`config.mk`:
```
export PLATFORM = sky130hd
export DESIGN_NAME = double_to_int64_round_convert
export DESIGN_NICKNAME = d
export VERILOG_FILES = /design/src/sv/d2i_pkg.sv /design/src/sv/d2i_round.sv /design/src/sv/double_to_int64_round_convert.sv
export SDC_FILE = /design/constraint.sdc
export NUM_CORES = 1
export LEC_CHECK = 0
export ABC_AREA = 1
export BUFFER_PORTS_ARGS = -buffer_cell sky130_fd_sc_hd__buf_4
export CORE_ASPECT_RATIO = 1.2
export CORE_MARGIN = 2
export CORE_UTILIZATION = 31
export DETAILED_ROUTE_END_ITERATION = 8
export GPL_ROUTABILITY_DRIVEN = 0
export GPL_TIMING_DRIVEN = 0
export MAX_ROUTING_LAYER = met4
export PLACE_DENSITY = 0.53
export SLEW_MARGIN = 10
export SYNTH_ARGS = -nofsm -noshare
export SYNTH_HDL_FRONTEND = slang
export SYNTH_HIERARCHICAL = 1
export SYNTH_SLANG_ARGS = --single-unit
```
`constraint.sdc`:
```
create_clock -name clk -period 7.4 [get_ports clk]
set_input_delay 0.37 -clock clk [delete_from_list [all_inputs] [get_ports clk]]
set_output_delay 0.37 -clock clk [all_outputs]
set_load 0.005 [all_outputs]
```
`src/sv/d2i_pkg.sv`:
```
// ----------------------------------------------------------------------------
// d2i_pkg
// shared constants and types for the double to int64 converter
// ----------------------------------------------------------------------------
package d2i_pkg;

    localparam int RESULT_WIDTH = 64;
    localparam int MAG_W        = RESULT_WIDTH + 1;

    localparam logic [1:0] RM_NEAREST = 2'd0;
    localparam logic [1:0] RM_DOWN    = 2'd1;
    localparam logic [1:0] RM_UP      = 2'd2;
    localparam logic [1:0] RM_ZERO    = 2'd3;

    localparam logic [10:0] EXP_ALL1  = 11'h7FF;
    localparam logic [10:0] EXP_INT   = 11'd1075;

    // stage 1 to stage 2: decoded fields
    typedef struct packed {
        logic        neg;
        logic        inv;
        logic        big;
        logic [3:0]  lsh;
        logic [5:0]  rsh;
        logic        tiny;
        logic [52:0] mant;
        logic [1:0]  mode;
    } dec_t;

    // stage 2 to stage 3: integer part and rounding decision
    typedef struct packed {
        logic        neg;
        logic        inv;
        logic [63:0] ip;
        logic        up;
    } rnd_t;

endpackage

```
`src/sv/d2i_round.sv`:
```
// ----------------------------------------------------------------------------
// d2i_round
// alignment shift and rounding decision for one decoded beat
// ----------------------------------------------------------------------------
module d2i_round (
    input  d2i_pkg::dec_t d,
    output d2i_pkg::rnd_t r
);
    import d2i_pkg::*;

    logic [116:0] wide;
    logic [63:0]  ip;
    logic [52:0]  rem;
    logic [52:0]  half;
    logic         nz;
    logic         above;
    logic         tie;
    logic         up;

    always_comb
    begin
        wide  = {64'd0, d.mant} << d.lsh;
        half  = 53'd0;
        rem   = 53'd0;
        ip    = 64'd0;
        if (d.big)
        begin
            ip = wide[63:0];
        end
        else if (d.tiny)
        begin
            ip = 64'd0;
        end
        else
        begin
            ip   = {11'd0, d.mant >> d.rsh};
            rem  = d.mant & ((53'd1 << d.rsh) - 53'd1);
            half = 53'd1 << (d.rsh - 6'd1);
        end
        nz    = d.tiny ? (d.mant != 53'd0) : (rem != 53'd0);
        above = !d.tiny && (rem > half);
        tie   = !d.tiny && (rem == half);
        case (d.mode)
            RM_NEAREST: up = above || (tie && ip[0]);
            RM_DOWN:    up = d.neg && nz;
            RM_UP:      up = !d.neg && nz;
            default:    up = 1'b0;
        endcase
        r.neg = d.neg;
        r.inv = d.inv || (d.big && (wide[116:64] != 53'd0));
        r.ip  = ip;
        r.up  = up && !d.big;
    end

endmodule

```
`src/sv/double_to_int64_round_convert.sv`:
```
// ----------------------------------------------------------------------------
// double_to_int64_round_convert
// ieee-754 double to signed integer conversion with a selectable rounding mode
// ----------------------------------------------------------------------------
//  beat       | signals                              | dir
//  input      | in_valid, in_stall, value_bits       | in
//  result     | out_valid, out_stall, int_result, invalid_flag | out
//  config     | cfg_we, cfg_data (round_mode)        | in
//
// four register stages: decode, align/round, increment/range, output
// one beat per cycle while no result beat waits under out_stall
// reset clears valid bits and sets round_mode to nearest-even
// a stall on a valid output beat freezes the whole pipe; in_stall follows it
// ----------------------------------------------------------------------------
module double_to_int64_round_convert (
    input  logic        clk,
    input  logic        rst_n,
    input  logic        cfg_we,
    input  logic [1:0]  cfg_data,
    input  logic        in_valid,
    output logic        in_stall,
    input  logic [63:0] value_bits,
    output logic        out_valid,
    input  logic        out_stall,
    output logic signed [63:0] int_result,
    output logic        invalid_flag
);
    import d2i_pkg::*;

    localparam logic [MAG_W-1:0] NEG_LIM = MAG_W'(1) << (RESULT_WIDTH - 1);

    logic [1:0]  mode_reg;
    logic        v1_reg, v2_reg, v3_reg, v4_reg;
    dec_t        s1_reg, s1_next;
    rnd_t        s2_reg, s2_next;
    logic        s3_neg_reg, s3_inv_reg;
    logic [MAG_W-1:0] s3_mag_reg;
    logic [63:0] res_reg, res_next;
    logic        inv_reg, inv_next;
    logic        adv;

    logic        neg;
    logic [10:0] bexp;
    logic [52:0] mant;
    logic [10:0] sh_r;

    assign adv      = !(v4_reg && out_stall);
    assign in_stall = !adv;

    always_comb
    begin
        neg  = value_bits[63];
        bexp = value_bits[62:52];
        mant = {bexp != 11'd0, value_bits[51:0]};
        sh_r = (bexp == 11'd0) ? 11'd1074 : (EXP_INT - bexp);
        s1_next.neg  = neg;
        s1_next.inv  = (bexp == EXP_ALL1);
        s1_next.big  = (bexp >= EXP_INT);
        s1_next.lsh  = (bexp >= EXP_INT) && (bexp - EXP_INT <= 11'd11)
                       ? 4'(bexp - EXP_INT) : 4'd0;
        s1_next.inv  = s1_next.inv || ((bexp >= EXP_INT) && (bexp != EXP_ALL1)
                       && (bexp - EXP_INT > 11'd11));
        s1_next.tiny = (bexp < EXP_INT) && (sh_r >= 11'd54);
        s1_next.rsh  = 6'(sh_r);
        s1_next.mant = mant;
        s1_next.mode = mode_reg;
    end

    d2i_round u_round (
        .d (s1_reg),
        .r (s2_next)
    );

    always_comb
    begin
        inv_next = s3_inv_reg || (s3_neg_reg ? (s3_mag_reg > NEG_LIM)
                                             : (s3_mag_reg > NEG_LIM - MAG_W'(1)));
        if (inv_next)
            res_next = 64'(signed'(-NEG_LIM));
        else if (s3_neg_reg)
            res_next = 64'(signed'(-s3_mag_reg));
        else
            res_next = 64'(s3_mag_reg);
    end

    always_ff @(posedge clk or negedge rst_n)
    begin
        if (!rst_n)
        begin
            mode_reg <= RM_NEAREST;
            v1_reg   <= 1'b0;
            v2_reg   <= 1'b0;
            v3_reg   <= 1'b0;
            v4_reg   <= 1'b0;
        end
        else
        begin
            if (cfg_we)
                mode_reg <= cfg_data;
            if (adv)
            begin
                v1_reg <= in_valid;
                v2_reg <= v1_reg;
                v3_reg <= v2_reg;
                v4_reg <= v3_reg;
            end
        end
    end

    always_ff @(posedge clk)
    begin
        if (adv)
        begin
            s1_reg     <= s1_next;
            s2_reg     <= s2_next;
            s3_neg_reg <= s2_reg.neg;
            s3_inv_reg <= s2_reg.inv;
            s3_mag_reg <= MAG_W'(s2_reg.ip) + MAG_W'(s2_reg.up);
            res_reg    <= res_next;
            inv_reg    <= inv_next;
        end
    end

    assign out_valid    = v4_reg;
    assign int_result   = res_reg;
    assign invalid_flag = inv_reg;

    // a stalled result beat stays valid and unchanged
    assert property (@(posedge clk) disable iff (!rst_n)
        out_valid && out_stall |=> out_valid && $stable(int_result))
        else $error("result changed under stall");

    // invalid results always carry the most negative integer
    assert property (@(posedge clk) disable iff (!rst_n)
        out_valid && invalid_flag |-> int_result == 64'h8000000000000000)
        else $error("invalid result not saturated");

    // input is stalled only while an output beat waits
    assert property (@(posedge clk) disable iff (!rst_n)
        in_stall |-> out_valid && out_stall)
        else $error("spurious input stall");

endmodule

```
==> run_results.csv, run 1 <==
group,metric,value,unit
logic_synthesis,ys_ff_latch,274,
routing,viasPerCell,5.30,
timing,setup_tns,0,ns
timing,setup_viol,0,
final_layout,fillCellCount,8161,
pwr,power_density,359,nW/um^2
final_layout,drive_gt1_frac,0.0905,
setup_path,critical_path.max_fanout,10,
status,status,"finished, final reports clean",
logic_synthesis,synth_area_leader_cell,"edfxtp_1",
setup_path,path_common_cell,"nor2_1",
timing,rsz0062_at_grt,"false",
clocking,clock-sinks,274,
logic_synthesis,postSynthCellCount,3403,
final_layout,finalNetCount,3772,
floorplan,die_h,307,microns
logic_synthesis,synth_area_per_cell,6.95,sq um
logic_synthesis,synth_ff_type,"edfxtp_1",
setup_path,crit_buf_inv,5,
logic_synthesis,async_flop_share,0.0219,
final_layout,largest_register_ff_count,69,
setup_path,worst_setup_path_end_kind,"flop",
timing,hold_viol_final,0,
grt,grt_overflow,0,
worst_hold_path,min_path_type,"in2reg",
grt,grt_pass1_vias,23900,
grt,groute.layer.met1.usage,0.282,
routing,drc,0,
logic_synthesis,synth_edf_count,268,
setup_path,critPathTopFamily,"simple AND/OR/NAND/NOR gates",
grt,busiest_layer,"met2",
final_layout,regArea,8200,sq um
logic_synthesis,synthesis.nets,3541,
final_layout,area_delta_synth_final,17.3,%
final_layout,antennaDiodeCount,0,
logic_synthesis,synth_warnings,6,
pwr,vdd_drop_max,191,uV
setup_path,crit_path_start_kind,"flop",
routing,vias,24700,
setup_path,crit_type,"reg2reg",
logic_synthesis,synth_area_leaders,"edfxtp_1, nand2_1, nor2_1",
floorplan,placementRows,110,
timing,fin_skew,0.0324,ns
timing,max_freq,197,MHz
logic_synthesis,synth_top_area_frac,0.340,
timing,tightest_slew,1.16,ns
clocking,clock_path_buffers,3,
setup_path,slowest_delay,0.71,ns
placed_design,portBuffers,136,
final_layout,multiInputGateArea,13600,sq um
floorplan,ioPinCount,138,
grt,antenna_found_initial,0,
grt,met3_usage,0.0382,
routing,ant_nets,0,
floorplan,die_w,256,microns
setup_path,required,7.70,ns
grt,grt_max_degree,65,
logic_synthesis,synth_area,23600,sq um
routing,dr.pass1.iters,6,
placed_design,dp_cells,4551,
grt,grt.total_usage,0.266,
grt,met2_usage,0.442,
floorplan,die_area,78500,sq um
logic_synthesis,synth_cell_types,57,
flow_run,drv_cap,0,
clocking,cts_tree,"done",
clocking,clockRootBuffer,"clkbuf_16",
floorplan,core-area,75300,sq um
final_layout,fin_cells,4667,
placed_design,post-dp-hpwl,84300,microns
timing,finalCritPeriodShare,0.684,
routing,avgRoutedWirePerCell,22.1,microns
pwr,power_leakage,12.1,nW
routing,drt_iter0_markers,2226,
routing,wl,103000,microns
clocking,ctsHtreeMaxLevel,2,
clocking,cts.clk_slew.worst_paths,0.06,ns
grt,grt_pass1_wl,151000,microns
setup_path,cpMaxStageDelayCell,"edfxtp_1",
setup_path,crit_chain,"nor2_1 -> inv_2 -> clkbuf_1 -> buf_1 -> nor2_1 -> clkbuf_1 -> nand2_1 -> ha_1 -> nand2_1 -> inv_1 -> nand3_1 -> nor3_1 -> nand4_1 -> nor2_1 -> nand4_1 -> nand3b_1 -> a21oi_2",
timing,maxSlewViolCount,0,
logic_synthesis,yosysMostFrequentCell,"nand2_1",
clocking,cts_resized,0,
floorplan,initial_core_util,0.314,
clocking,postCtsSetupBuffers,0,
clocking,clk_latency,0.57,ns
timing,maxSlewHeadroom,0.218,
timing,min_period,5.06,ns
logic_synthesis,yosysSeqAreaShare,0.347,
clocking,numCtsBuffers,34,
setup_path,cp_data_arrival_time,5.36,ns
logic_synthesis,synth.top_cells.by_count,"nand2_1, nor2_1, inv_1",
==> worst register-to-register path: cells and delay by family (launching register included) <==
family / cells / cell delay (ns)
AOI/OAI and AO/OA: 1 / 0.08
DFF: 1 / 0.71
adders and majority gates: 1 / 0.33
buffers and inverters: 5 / 1.32
and+or+nand+nor: 10 / 2.36
==> where the power goes <==
group / switching (mW) / internal, mW / total [mW] / leakage [nW]
combinational: 3.29 / 1.58 / 4.88 / 8.67
clock: 0.726 / 1.00 / 1.73 / 0.557
sequential: 0.776 / 2.59 / 3.36 / 2.91
==> cell type report <==
class	instances	area share
inverter	326	0.0444
clock buffer	36	0.0309
sequential	274	0.295
clock inverter	25	0.0106
timing repair buffer	195	0.0606
buffer	130	0.0233
tap	1008	0.0455
multi-input combinational	2673	0.489
==> per-stage QoR <==
stage | instance area [sq um] | util | worst slack, ns | total power, mW | hold slack (ns)
finish | 27700 | 0.369 | 2.34 | 9.97 | 0.0618
detailed placement | 26000 | 0.346 | 2.44 | 8.09 | 0.180
global placement | 25900 | 0.344 | -3.06 | 8.22 | 0.179
floorplan | 23600 | - | 0.208 | 6.20 | 0.0744
global route | 27700 | 0.369 | 1.85 | 10.6 | 0.0468
CTS | 27700 | 0.369 | 2.41 | 9.90 | 0.0275
==> cell families after synthesis <==
group | share of synthesized area
and+or+nand+nor | 0.354
buffers and inverters | 0.0794
AOI/OAI and AO/OA | 0.102
DFF | 0.347
muxes | 0.0450
xor gates and xnor gates | 0.0374
adders and majority gates | 0.0355
==> path summary, 6_finish.rpt <==
path	cells past startpoint	slack, ns	endpoint	start
max reg2reg	17	2.34	s2_reg[0]	s1_reg[66]
max in group asynchronous	2	7.12	mode_reg[1]	rst_n
min reg2reg	0	0.42	s3_neg_reg	s2_reg[66]
min	2	0.06	mode_reg[0]	cfg_data[0]
max	17	2.34	s2_reg[0]	s1_reg[66]
min in group asynchronous	2	0.16	out_valid	rst_n
==> placed cells by master (no fill, tap or decap), types with 14 or more instances in the layout <==
cell,netlist,routed
o21ai_0,219,219
xor2_1,64,64
nor3_1,65,65
dlygate4sd3_1,0,55
o22ai_1,21,21
nor2_4,14,14
nand2_2,16,16
nor2_1,524,524
edfxtp_1,268,268
buf_1,22,22
ha_1,67,67
clkbuf_1,63,65
nand4_1,86,86
buf_4,6,142
o21ai_1,29,29
inv_1,310,310
buf_2,25,25
o211ai_1,31,31
mux2i_1,104,104
clkbuf_16,0,34
nand2_1,1018,1017
xnor2_1,37,37
nor2_2,21,21
o221ai_1,16,16
nand3_1,175,175
a21oi_1,79,79
buf_6,14,14
nor4_1,14,14
==> layer usage <==
layer	part of all wire	wire length, microns
met5	0	0
met1	0.36	37100
met3	0.072	7470
met4	0.10	10400
met2	0.47	48400
==> what timing repair did <==
| action | CTS | global route |
|---|---|---|
| hold buffers | 55 | 0 |
| endpoints found under the hold margin | 60 | 0 |
| endpoints found under the setup margin | 0 | 0 |
Power figures use the tool's default switching activity.
==> run 2, diff against run 1 <==
==> constraint.sdc (replaced) <==
create_clock -name clk -period 4.96 [get_ports clk]
set_input_delay 0.248 -clock clk [delete_from_list [all_inputs] [get_ports clk]]
set_output_delay 0.248 -clock clk [all_outputs]
set_load 0.005 [all_outputs]
==> run_results.csv, run 2 (synthesized netlist as in run 1, its figures left out) <==
group,metric,value,unit
status,status,"finished, final reports clean",
timing,hold_viol_final,0,
placed_design,portBuffers,136,
setup_path,path_common_cell,"clkbuf_1",
floorplan,die_w,256,microns
clocking,cts.clk_slew.worst_paths,0.06,ns
routing,vias,24900,
setup_path,r2r_cells,15,
grt,grt_pass1_vias,24000,
routing,avgRoutedWirePerCell,21.9,microns
flow_run,drv_cap,0,
placed_design,post-dp-hpwl,83800,microns
setup_path,slowest_delay,0.62,ns
worst_hold_path,min_path_type,"in2reg",
routing,viasPerCell,5.31,
final_layout,finish.instance_area,27900,sq um
floorplan,initial_core_util,0.314,
setup_path,crit_chain,"nor2_1 -> clkbuf_1 -> clkbuf_1 -> clkbuf_1 -> nand2_1 -> ha_1 -> nand2_1 -> inv_1 -> nand3_1 -> nor3_1 -> nand3_1 -> nor2_2 -> nand4_1 -> nand3b_1 -> a21oi_2",
setup_path,critical_path.max_fanout,10,
setup_path,critPathTopFamily,"simple AND/OR/NAND/NOR gates",
grt,grt.total_usage,0.263,
setup_path,crit_buf_inv,4,
timing,min_period,4.76,ns
final_layout,multiInputGateArea,13600,sq um
routing,ant_nets,0,
clocking,clock-sinks,274,
routing,drt_iter0_markers,2523,
timing,finalCritPeriodShare,0.959,
setup_path,worst_setup_path_end_kind,"flop",
setup_path,required,5.26,ns
final_layout,finalNetCount,3785,
timing,max_freq,210,MHz
timing,setup_viol,0,
worst_hold_path,min_path_cells,3,
clocking,ctsHtreeMaxLevel,2,
final_layout,area_delta_synth_final,18.1,%
final_layout,final_common_cell,"nand2_1",
routing,drc,0,
setup_path,cp_data_arrival_time,5.06,ns
grt,grt_overflow,0,
setup_path,crit_type,"reg2reg",
setup_path,worst-path-stages,15,
grt,antenna_found_initial,1,
timing,maxSlewHeadroom,0.274,
setup_path,cpMaxStageDelayCell,"edfxtp_1",
clocking,numCtsBuffers,35,
timing,tightest_slew,1.08,ns
timing,maxSlewViolCount,0,
clocking,cts_tree,"done",
floorplan,ioPinCount,138,
floorplan,die_h,307,microns
final_layout,fillCellCount,8189,
final_layout,largest_register_ff_count,69,
pwr,power_density,536,nW/um^2
clocking,clockRootBuffer,"clkbuf_16",
grt,grt_max_degree,77,
pwr,power_leakage,12.2,nW
grt,grt_pass1_wl,151000,microns
floorplan,placementRows,110,
final_layout,regArea,8200,sq um
final_layout,drive_gt1_frac,0.0942,
final_layout,fin_util,0.371,
timing,setup_tns,0,ns
placed_design,place_area,26000,sq um
timing,fin_skew,0.0315,ns
clocking,clk_latency,0.57,ns
routing,wl,103000,microns
clocking,clock_path_buffers,3,
floorplan,die_area,78500,sq um
final_layout,final_cell_mix,"nand2_1, nor2_1, inv_1",
timing,rsz0062_at_grt,"false",
pwr,vdd_drop_max,295,uV
routing,dr.pass1.iters,6,
floorplan,core-area,75300,sq um
setup_path,crit_path_start_kind,"flop",
## run 2: cell types whose count changed in the layout (fill, tap and decap cells not counted), moves of 2 or more
cell	previous run	this run
clkbuf_2	0	2
nor2_1	524	522
inv_6	9	6
nor2_2	21	23
clkinv_1	9	7
buf_4	142	148
clkinv_4	0	5
dlygate4sd3_1	55	62
## run 2: metal layers
metal  GRT usage  up-vias  routed length [microns]
met5           -        -                        0
met4       0.223        0                    10200
met3      0.0412      470                     7260
met2       0.437     1345                    48200
met1       0.276    11200                    36800
li1            -    11800                        -
## run 2: worst register-to-register path, cell delays in order (launching register included)
cell and delay [ns]:
edfxtp_1 0.62, nor2_1 0.39, clkbuf_1 0.55, clkbuf_1 0.50
clkbuf_1 0.57, nand2_1 0.31, ha_1 0.36, nand2_1 0.05
inv_1 0.06, nand3_1 0.08, nor3_1 0.23, nand3_1 0.13
nor2_2 0.25, nand4_1 0.17, nand3b_1 0.14, a21oi_2 0.08
## run 2: power by group
group	switching, mW	internal, mW
registers	1.13	3.86
clock network	1.10	1.59
logic	4.92	2.37
total	7.15	7.82
## run 2: cell type report
class | instances | share of cell area
tap | 1008 | 0.0452
antenna | 1 | 0.0000896
inverter | 326 | 0.0441
multi-input combinational | 2673 | 0.487
buffer | 130 | 0.0233
timing repair buffer | 207 | 0.0634
clock buffer | 37 | 0.0316
clock inverter | 26 | 0.0116
sequential | 274 | 0.294
## run 2: per-stage QoR
stage | instances | hold WS [ns] | setup slack (ns) | power [mW]
6_report | 4682 | 0.0723 | 0.205 | 15.0
5_1_grt | 4682 | 0.0882 | 0.0528 | 15.9
4_1_cts | 4675 | 0.0474 | 0.0285 | 14.8
3_5_place_dp | 4550 | 0.0606 | 0.0399 | 12.0
3_3_place_gp | 4547 | 0.0595 | -1.15 | 12.1
2_1_floorplan | 3403 | -0.0476 | 0.571 | 9.17
## run 2: what timing repair did
action,in CTS,in global routing
buffers inserted,0,6
gates resized for setup,0,7
hold endpoints to repair,65,0
hold buffers,62,0
setup endpoints to repair,0,1
## run 2: final timing paths
path | from | end | slack [ns]
max in group asynchronous | rst_n | v1_reg | 4.11
min in group asynchronous | rst_n | out_valid | 0.63
min | value_bits[62] | s1_reg[66] | 0.07
max | s1_reg[55] | s2_reg[0] | 0.20
max reg2reg | s1_reg[55] | s2_reg[0] | 0.20
min reg2reg | s2_reg[65] | s3_inv_reg | 0.43
